==> config.mk <==
export PLATFORM = sky130hd
export DESIGN_NAME = radix_number_parser_top
export DESIGN_NICKNAME = d
export VERILOG_FILES = /design/src/rtl/rnp_pkg.sv /design/src/rtl/rnp_decode.sv /design/src/rtl/rnp_accum.sv /design/src/rtl/radix_number_parser_top.sv
export SDC_FILE = /design/constraint.sdc
export NUM_CORES = 2
export LEC_CHECK = 0
export BUFFER_PORTS_ARGS = -buffer_cell sky130_fd_sc_hd__buf_2
export CAP_MARGIN = 10
export CELL_PAD_IN_SITES_DETAIL_PLACEMENT = 0
export CELL_PAD_IN_SITES_GLOBAL_PLACEMENT = 1
export CORE_MARGIN = 2
export CORE_UTILIZATION = 45
export DETAILED_ROUTE_END_ITERATION = 6
export PLACE_DENSITY = 0.75
export SLEW_MARGIN = 20
export SYNTH_ARGS = -nofsm -noshare
export SYNTH_HDL_FRONTEND = slang
export SYNTH_SLANG_ARGS = --single-unit
==> constraint.sdc <==
create_clock -name i_clk -period 20.1 [get_ports i_clk]
set_input_delay 2.01 -clock i_clk [delete_from_list [all_inputs] [get_ports i_clk]]
set_output_delay 2.01 -clock i_clk [all_outputs]
set_load 0.005 [all_outputs]
==> src/rtl/rnp_pkg.sv <==
package rnp_pkg;

    localparam int IntBitsDef  = 32;
    localparam int FracBitsDef = 16;

    localparam int BaseW = 5;
    localparam logic [BaseW-1:0] BaseReset = 5'd10;
    localparam logic [BaseW-1:0] BaseMin   = 5'd2;
    localparam logic [BaseW-1:0] BaseMax   = 5'd16;

    localparam logic [7:0] CharPoint  = 8'h2E;
    localparam logic [7:0] CharZero   = 8'h30;
    localparam logic [7:0] CharNine   = 8'h39;
    localparam logic [7:0] CharUpperA = 8'h41;
    localparam logic [7:0] CharUpperF = 8'h46;
    localparam logic [7:0] CharLowerA = 8'h61;
    localparam logic [7:0] CharLowerF = 8'h66;

    typedef struct packed {
        logic [7:0] character;
        logic       is_last;
    } t_req;

    typedef struct packed {
        logic [31:0] value_integer;
        logic [15:0] value_fraction;
        logic        is_valid;
        logic        overflowed;
    } t_res;

    typedef struct packed {
        logic       is_digit;
        logic       is_point;
        logic [3:0] digit;
    } t_dec;

    function automatic logic [31:0] recip_of(input logic [BaseW-1:0] base);
        logic [31:0] r;
        case (base)
            5'd2:    r = 32'd2147483648;
            5'd3:    r = 32'd1431655765;
            5'd4:    r = 32'd1073741824;
            5'd5:    r = 32'd858993459;
            5'd6:    r = 32'd715827882;
            5'd7:    r = 32'd613566756;
            5'd8:    r = 32'd536870912;
            5'd9:    r = 32'd477218588;
            5'd10:   r = 32'd429496729;
            5'd11:   r = 32'd390451572;
            5'd12:   r = 32'd357913941;
            5'd13:   r = 32'd330382099;
            5'd14:   r = 32'd306783378;
            5'd15:   r = 32'd286331153;
            5'd16:   r = 32'd268435456;
            default: r = 32'd0;
        endcase
        return r;
    endfunction

endpackage

==> src/rtl/rnp_decode.sv <==
module rnp_decode
    import rnp_pkg::*;
(
    input  logic [7:0] i_character,
    output t_dec       o_dec
);

    always_comb begin
        o_dec.is_digit = 1'b0;
        o_dec.is_point = (i_character == CharPoint);
        o_dec.digit    = 4'd0;
        if (i_character >= CharZero && i_character <= CharNine) begin
            o_dec.is_digit = 1'b1;
            o_dec.digit    = 4'(i_character - CharZero);
        end else if (i_character >= CharUpperA && i_character <= CharUpperF) begin
            o_dec.is_digit = 1'b1;
            o_dec.digit    = 4'(i_character - CharUpperA) + 4'd10;
        end else if (i_character >= CharLowerA && i_character <= CharLowerF) begin
            o_dec.is_digit = 1'b1;
            o_dec.digit    = 4'(i_character - CharLowerA) + 4'd10;
        end
    end

endmodule

==> src/rtl/rnp_accum.sv <==
module rnp_accum
    import rnp_pkg::*;
#(
    parameter int INT_BITS  = IntBitsDef,
    parameter int FRAC_BITS = FracBitsDef
) (
    input  logic             i_clk,
    input  logic             i_rst_n,
    input  logic             i_fire,
    input  logic             i_last,
    input  t_dec             i_dec,
    input  logic [BaseW-1:0] i_base,
    output t_res             o_res
);

    localparam int ProdW     = INT_BITS + BaseW;
    localparam int FracShift = 32 - FRAC_BITS;

    logic [INT_BITS-1:0] r_int, n_int;
    logic [31:0]         r_frac, n_frac;
    logic [31:0]         r_weight, n_weight;
    logic                r_point, n_point;
    logic                r_invalid, n_invalid;
    logic                r_ovf, n_ovf;

    logic [BaseW-1:0] base;
    logic [31:0]      recip;
    logic             legal;
    logic [ProdW-1:0] int_prod;
    logic [36:0]      frac_sum;
    logic [63:0]      weight_prod;
    logic [63:0]      int_ext;
    logic [31:0]      frac_sh;

    always_comb begin
        if (i_base < BaseMin) begin
            base = BaseMin;
        end else if (i_base > BaseMax) begin
            base = BaseMax;
        end else begin
            base = i_base;
        end
    end

    assign recip       = recip_of(base);
    assign legal       = i_dec.is_digit && (BaseW'(i_dec.digit) < base);
    assign int_prod    = ProdW'(r_int) * ProdW'(base) + ProdW'(i_dec.digit);
    assign frac_sum    = 37'(r_frac) + 37'(r_weight) * 37'(i_dec.digit);
    assign weight_prod = 64'(r_weight) * 64'(recip);

    always_comb begin
        n_int     = r_int;
        n_frac    = r_frac;
        n_weight  = r_weight;
        n_point   = r_point;
        n_invalid = r_invalid;
        n_ovf     = r_ovf;
        if (i_dec.is_point) begin
            if (r_point) begin
                n_invalid = 1'b1;
            end else begin
                n_point  = 1'b1;
                n_weight = recip;
            end
        end else if (!legal) begin
            n_invalid = 1'b1;
        end else if (!r_point) begin
            if (r_ovf || (int_prod[ProdW-1:INT_BITS] != '0)) begin
                n_ovf = 1'b1;
                n_int = '1;
            end else begin
                n_int = int_prod[INT_BITS-1:0];
            end
        end else begin
            n_frac   = (frac_sum[36:32] != '0) ? 32'hFFFF_FFFF : frac_sum[31:0];
            n_weight = weight_prod[63:32];
        end
    end

    assign int_ext = 64'(n_int);
    assign frac_sh = n_frac >> FracShift;

    always_comb begin
        o_res.value_integer  = int_ext[31:0];
        o_res.value_fraction = frac_sh[15:0];
        o_res.is_valid       = 1'b1;
        o_res.overflowed     = n_ovf;
        if (n_invalid) begin
            o_res = '0;
        end
    end

    always_ff @(posedge i_clk) begin
        if (!i_rst_n || (i_fire && i_last)) begin
            r_int     <= '0;
            r_frac    <= '0;
            r_weight  <= '0;
            r_point   <= 1'b0;
            r_invalid <= 1'b0;
            r_ovf     <= 1'b0;
        end else if (i_fire) begin
            r_int     <= n_int;
            r_frac    <= n_frac;
            r_weight  <= n_weight;
            r_point   <= n_point;
            r_invalid <= n_invalid;
            r_ovf     <= n_ovf;
        end
    end

endmodule

==> src/rtl/radix_number_parser_top.sv <==
// Each request is held in the input register; results are held in the result register.
// Throughput: one character per cycle, but a last character waits while the result register
// is full; set by the accumulator update, its longest path the 32x32 place-weight multiply.
// Only a character marked last produces a result.
// Reset (synchronous, active low) clears all accumulators and sets the base to 10.
module radix_number_parser_top
    import rnp_pkg::*;
#(
    parameter int INT_BITS  = IntBitsDef,
    parameter int FRAC_BITS = FracBitsDef
) (
    input  logic             i_clk,
    input  logic             i_rst_n,
    input  logic             i_req_valid,
    output logic             o_req_ready,
    input  t_req             i_req,
    output logic             o_res_valid,
    input  logic             i_res_ready,
    output t_res             o_res,
    input  logic             i_cfg_valid,
    output logic             o_cfg_ready,
    input  logic [BaseW-1:0] i_cfg_data
);

    logic             r_req_valid;
    t_req             r_req;
    logic             r_res_valid;
    t_res             r_res;
    logic [BaseW-1:0] r_base;

    logic res_free;
    logic fire;
    t_dec dec;
    t_res res;

    assign res_free    = !r_res_valid || i_res_ready;
    assign fire        = r_req_valid && (!r_req.is_last || res_free);
    assign o_req_ready = !r_req_valid || fire;
    assign o_cfg_ready = 1'b1;
    assign o_res_valid = r_res_valid;
    assign o_res       = r_res;

    rnp_decode u_decode (
        .i_character (r_req.character),
        .o_dec       (dec)
    );

    rnp_accum #(
        .INT_BITS  (INT_BITS),
        .FRAC_BITS (FRAC_BITS)
    ) u_accum (
        .i_clk   (i_clk),
        .i_rst_n (i_rst_n),
        .i_fire  (fire),
        .i_last  (r_req.is_last),
        .i_dec   (dec),
        .i_base  (r_base),
        .o_res   (res)
    );

    always_ff @(posedge i_clk) begin
        if (!i_rst_n) begin
            r_req_valid <= 1'b0;
            r_res_valid <= 1'b0;
            r_base      <= BaseReset;
        end else begin
            if (o_req_ready) begin
                r_req_valid <= i_req_valid;
            end
            if (fire && r_req.is_last) begin
                r_res_valid <= 1'b1;
            end else if (i_res_ready) begin
                r_res_valid <= 1'b0;
            end
            if (i_cfg_valid) begin
                r_base <= i_cfg_data;
            end
        end
    end

    always_ff @(posedge i_clk) begin
        if (o_req_ready && i_req_valid) begin
            r_req <= i_req;
        end
        if (fire && r_req.is_last) begin
            r_res <= res;
        end
    end

endmodule

# After elaboration in Yosys (flattened, before gate mapping)
# Memory sizes are Yosys's and may differ from the RTL's.
# Cells that the tools add are included.
totals:
  regBits: 165
  romBits: 1024
  inputBits: 19
  output_inout_bits: 53
  word_cells: 93
  mem_count: 1
classes:
  add_sub_neg: 7
  multipliers: 3
  n_lt_le_gt_ge: 9
  n_eq_ne: 2
  n_mux: 30
  bitwise_logic: 1
  reduce_logical: 24
memory_table:
  columns: ["memory", "words", "width", "rd", "rd_ports_with_merged_regs", "wr", "line", "source"]
  rows:
  - ["(name not given)", 32, 32, 1, 0, 0, "rnp_pkg.sv:39", "case (base)"]
ops:
  columns: ["cell", "n"]
  rows:
  - ["2-to-1 mux 32 bit", 12]
  - ["multiplier 32 x 32 -> 64 bit", 1]
  - ["adder 32 x 36 -> 37 bit", 1]
  - ["adder 37 x 4 -> 37 bit", 1]
  - ["multiplier 32 x 5 -> 37 bit", 1]
  - ["multiplier 32 x 4 -> 36 bit", 1]
  - [">= comparator 8 x 7 -> 1 bit (second input constant)", 2]
  - ["less-or-equal comparator 8 x 7 -> 1 bit (second input constant)", 2]
  - ["2-to-1 mux 1 bit", 12]
  - ["2-to-1 mux 4 bit", 3]
  - ["subtractor 4 x 1 -> 4 bit (second input constant)", 3]
  - ["2-to-1 mux 5 bit", 2]
  - ["nonzero test 5 bit", 2]
  - ["adder 4 bit (second input constant)", 2]
  - ["equality test 8 x 6 -> 1 bit (second input constant)", 1]
  - [">= comparator 8 x 6 -> 1 bit (second input constant)", 1]
  - ["less-or-equal comparator 8 x 6 -> 1 bit (second input constant)", 1]
  - ["AND reduction 4 bit", 2]
  - ["logical AND 1 bit", 7]
  - ["nonzero test 2 bit", 3]
  - ["greater-than comparator 5 bit (second input constant)", 1]
  - ["logical OR 1 bit", 5]
  - ["< comparator 4 x 5 -> 1 bit", 1]
  - ["< comparator 5 x 2 -> 1 bit (second input constant)", 1]
  - ["5 further kinds", 8]

# Depth between registers and ports, before layout
logic_depth:
  depth_word: 13
  depth_mapped: 41
  mapped_depth_nobuf: 36

# By module
# From an unflattened synthesis, not the netlist that was laid out.
unflattened:
  cells_unflattened: 5151
  area_unflattened_um2: 47573.1
by_module_without_submodules:
  columns: ["mod", "n_inst", "cells_per_inst", "area_each_um2", "seq_area_each_um2"]
  rows:
  - ["rnp_accum", 1, 5040, 45285.9, 1981.9]
  - ["radix_number_parser_top", 1, 89, 2088.3, 1911.8]
  - ["rnp_decode", 1, 22, 198.9, 0.0]

# Least setup slack after synthesis
# Ideal clock, no wire load.
synth_path:
  path_type: "register to register"
  startpoint: "register r_base[4]"
  endpoint: "register u_accum.r_weight[18]"
  setup_ns: 0.074
  arrival_time_ns: 9.373
  required_ns: 20.026
  slack_ns: 10.653
  path_stages_with_launch: 35
  n_path_buf: 5
  period_less_slack_ns: 9.447
  path_cell_list: "dfxtp_1 > clkbuf_1 > clkbuf_1 > clkbuf_1 > nor2_1 > clkbuf_1 > inv_1 > ha_1 > mux2_2 > nor2_1 > a211oi_1 > clkbuf_1 > nand2_1 > fa_1 > fa_1 > fa_1 > fa_1 > inv_1 > fa_1 > inv_1 > fa_1 > inv_1 > fa_1 > fa_1 > ha_1 > nand2_1 > nor4_1 > nand3b_1 > a2111oi_2 > nor3_1 > o31a_1 > o41ai_1 > xor2_1 > nand2_1 > a31oi_1"
synth_via:
  elab_chain_len: 8
  elab_cells_between_ends: 14
  classes_between: "1 x mul; 3 x order compare; 6 x mux; 3 x reduce/logical; 1 x memory"
synth_rtl:
  columns: ["element", "line", "source"]
  rows:
  - ["start, declared", "radix_number_parser_top.sv:29", "logic [BaseW-1:0] r_base;"]
  - ["start signal, assigned", "radix_number_parser_top.sv:65", "r_base <= BaseReset;"]
  - ["start signal, assigned", "radix_number_parser_top.sv:76", "r_base <= i_cfg_data;"]
  - ["greater-than comparator 5 bit", "rnp_accum.sv:38", "end else if (i_base > BaseMax) begin"]
  - ["2-to-1 mux 5 bit", "rnp_accum.sv:38", null]
  - ["2-to-1 mux 5 bit (*)", "rnp_accum.sv:36", "if (i_base < BaseMin) begin"]
  - ["memory read (32 x 32 bit)", null, null]
  - ["multiplier 32 x 32 -> 64 bit", "rnp_accum.sv:49", "assign weight_prod = 64'(r_weight) * 64'(recip);"]
  - ["2-to-1 mux 32 bit", "rnp_accum.sv:67", "end else if (!r_point) begin"]
  - ["2-to-1 mux 32 bit", "rnp_accum.sv:65", "end else if (!legal) begin"]
  - ["2-to-1 mux 32 bit", "rnp_accum.sv:58", "if (i_dec.is_point) begin"]
  - ["end signal, assigned", "rnp_accum.sv:104", "r_weight <= n_weight;"]
  - ["end, declared", "rnp_accum.sv:21", "logic [31:0] r_weight, n_weight;"]
# Every way passes the cells marked *; elsewhere a longest branch is shown, timed or not. The select of a mux whose other input is x is not followed.
# A chain may end at the register's enable or synchronous reset.

# Final worst setup path
layout_path:
  startpoint: "register r_base[4]"
  endpoint: "register u_accum.r_weight[30]"
# Same word-level chain as after synthesis.

==> flow_summary.json <==
{
  "hold_viol_final": 0,
  "utilization_pct": 47.6,
  "antenna_found_initial": 7,
  "post-place-ws_ps": 9100,
  "synthesis.area_um2": 48300,
  "syn_area_per_cell_um2": 9.21,
  "dr.first_iter.drc_count": 3041,
  "grt_pass1_wl_um": 237000,
  "io_buffers": 70,
  "power_density_nw_per_um2": 17.8,
  "cap_viol_max_count": 0,
  "power.leakage_nw": 26.9,
  "synth_top_family_by_area": "adder cells",
  "root_buffer": "clkbuf_16",
  "ys_types": 89,
  "ant_nets": 0,
  "nets": 6633,
  "dr.pass1.iters": 6,
  "critPathMaxStageDelay_ps": 770,
  "synth-edff-count": 59,
  "rows": 120,
  "cts_tree": "done",
  "cts.sink_count": 165,
  "vdd_ir_drop_max_mv": 0.0613,
  "grt.total_usage_pct": 28.5,
  "min_path_type": "flip-flop to flip-flop",
  "die_area_um2": 110000,
  "finalCritPeriodShare_pct": 56.2,
  "htreeDepth": 4,
  "synthArstFlopShare_pct": 0,
  "grt_pass1_vias": 38500,
  "synth-compound-area-share_pct": 9.98,
  "worstPathArrival_ps": 11660,
  "power_mw": 0.904,
  "finalWorstSetupSlack_ps": 8800,
  "fin_worst_skew_ps": 21.5,
  "vias_per_cell": 5.56,
  "synth_top_area_share_pct": 44.8,
  "required_ps": 20450,
  "synthTopCellsByArea": "fa_1, ha_1, inv_1",
  "wire_per_inst_um": 23.4,
  "start_util_pct": 45.2,
  "final_cells": 6560,
  "maxSlewHeadroom_pct": 28.8,
  "coreArea_um2": 107000,
  "yosysTopAreaCell": "fa_1",
  "crit_top_cell": "fa_1",
  "postCtsHoldBufs": 0,
  "routed_wl_um": 154000,
  "placed_cell_area_um2": 50100,
  "ys.flop_type": "dfxtp_1",
  "worst-path-max-fanout": 36,
  "yosys.area_share.adder_pct": 54.9,
  "cts_inserted_buffers": 17,
  "worstSetupPathType": "flip-flop to flip-flop",
  "postCtsSetupRepairBufs": 0,
  "rsz0062_at_grt": "no",
  "ys.warnings.count": 0,
  "fp.dieH_um": 332,
  "route.detailed.drc": 0,
  "grt_max_degree": 88,
  "area.growth.synth_to_final_pct": 5.23,
  "status": "completed",
  "fmax_mhz": 88.5,
  "syn_inst": 5244,
  "syn-num-nets": 6733,
  "ys_ff_latch": 165,
  "io_pins": 72,
  "tightest_slew_ps": 1060,
  "cp-start-kind": "flip-flop",
  "dp_cells": 6527,
  "finalHoldWorstSlack_ps": 468,
  "clock_path_buffers": 2,
  "setup_tns_ps": 0,
  "synth_mux_area_share_pct": 0.384,
  "yosysSeqAreaShare_pct": 8.07,
  "setup_viol": 0,
  "die_w_um": 332,
  "post-route-min-period_ps": 11300,
  "grt.overflow.total": 0,
  "place.gp.congestion": 0.952,
  "cp_slowest_cell": "dfxtp_2",
  "finish.instance_area_um2": 50800,
  "end_kind": "flip-flop",
  "synth_simple_gate_area_share_pct": 14.2,
  "synth_xor_area_share_pct": 1.63,
  "diodes": 0,
  "insertion_delay_ps": 470,
  "layout-drive-gt1-share_pct": 5.10,
  "dpl.hpwl_um": 120000,
  "cts.repair.resized": 0,
  "vias": 36500,
  "slew_viol_final": 0,
  "path_clk_slew_ps": 80
}
## final timing paths
| path | from | endpoint | slack (ps) | cells past startpoint |
|---|---|---|---|---|
| setup / recovery | r_base[4]$_SDFFE_PN0P_ | u_accum.r_weight[30]$_SDFFE_PP0P_ | 8800 | 31 |
| hold / removal | u_accum.r_weight[5]$_SDFFE_PP0P_ | u_accum.r_weight[5]$_SDFFE_PP0P_ | 470 | 2 |
| setup reg to reg | r_base[4]$_SDFFE_PN0P_ | u_accum.r_weight[30]$_SDFFE_PP0P_ | 8800 | 31 |
| hold reg to reg | u_accum.r_weight[5]$_SDFFE_PP0P_ | u_accum.r_weight[5]$_SDFFE_PP0P_ | 470 | 2 |
## critical path: cells and delay by family, from the launching register on
family	cells	cell delay [ps]
multiplexers	1	230
flip-flops	1	770
AO/OA/AOI/OAI	5	1910
buffers and inverters	7	1930
adder cells (fa/ha/maj)	10	4780
AND/OR/NAND/NOR	8	1520
## placed cells by master (no fill, tap or decap), drive strengths merged, types with 33 or more instances in the layout
master and instances:
nand2 628, and3 34, a31oi 90, buf 146
o21ai 178, fa 1080, inv 1130, o221a 33
xnor2 59, nand3 34, nor2 98, and2 466
ha 390, edfxtp 59, a21oi 175, a21o 71
dfxtp 106
## registers in the layout, indices dropped and copies added, names as in the netlist
signal             count
r_req                  9
r_req_valid            1
u_accum.r_ovf          1
u_accum.r_frac        32
u_accum.r_invalid      1
u_accum.r_weight      32
o_res_valid            1
u_accum.r_int         32
o_res                 50
u_accum.r_point        1
r_base                 5
## per-layer routing
metal	vias up	wire length, µm	global-route usage [%]	part of all wire (%)
li1	16000	-	-	-
met1	18900	62900	38.2	41
met2	1302	74300	47.3	48
met3	291	9600	3.48	6.3
met4	0	6740	10.7	4.4
met5	-	0	0	0
## kinds of logic (layout without fill, tap and decap cells)
family | after synthesis | after routing
adders and majority gates | 1470 | 1470
buffers and inverters | 1390 | 1303
and+or+nand+nor | 1381 | 1381
AOI/OAI and AO/OA | 729 | 729
DFF | 165 | 165
xor gates and xnor gates | 90 | 90
muxes | 18 | 18
other | 1 | 1
## cell type report
type                            instances  area [µm²]
Clock buffer                           17         425
Clock inverter                         15         220
Fill cell                           10300       56000
Inverter                             1125        4220
Multi-Input combinational cell       3689       39300
Sequential cell                       165        3890
Tap cell                             1403        1760
Timing Repair Buffer                  146         933
## where the power goes
| group | internal (mW) | total (mW) | switching (mW) |
|---|---|---|---|
| clock | 0.174 | 0.359 | 0.186 |
| combinational | 0.0344 | 0.188 | 0.153 |
| sequential | 0.349 | 0.357 | 0.00730 |
| total | 0.557 | 0.904 | 0.346 |
## cells in the mapped netlist (31+ instances only)
cell	n
nor2_1	98
o21ai_0	166
ha_1	390
nand3_1	33
fa_1	1080
a31oi_1	90
clkbuf_1	235
a21o_1	71
nand2_1	626
inv_1	1125
xnor2_1	59
and3_1	33
edfxtp_1	59
xor2_1	31
and2_1	465
a21oi_1	163
dfxtp_1	106
Power figures use the tool's default switching activity.
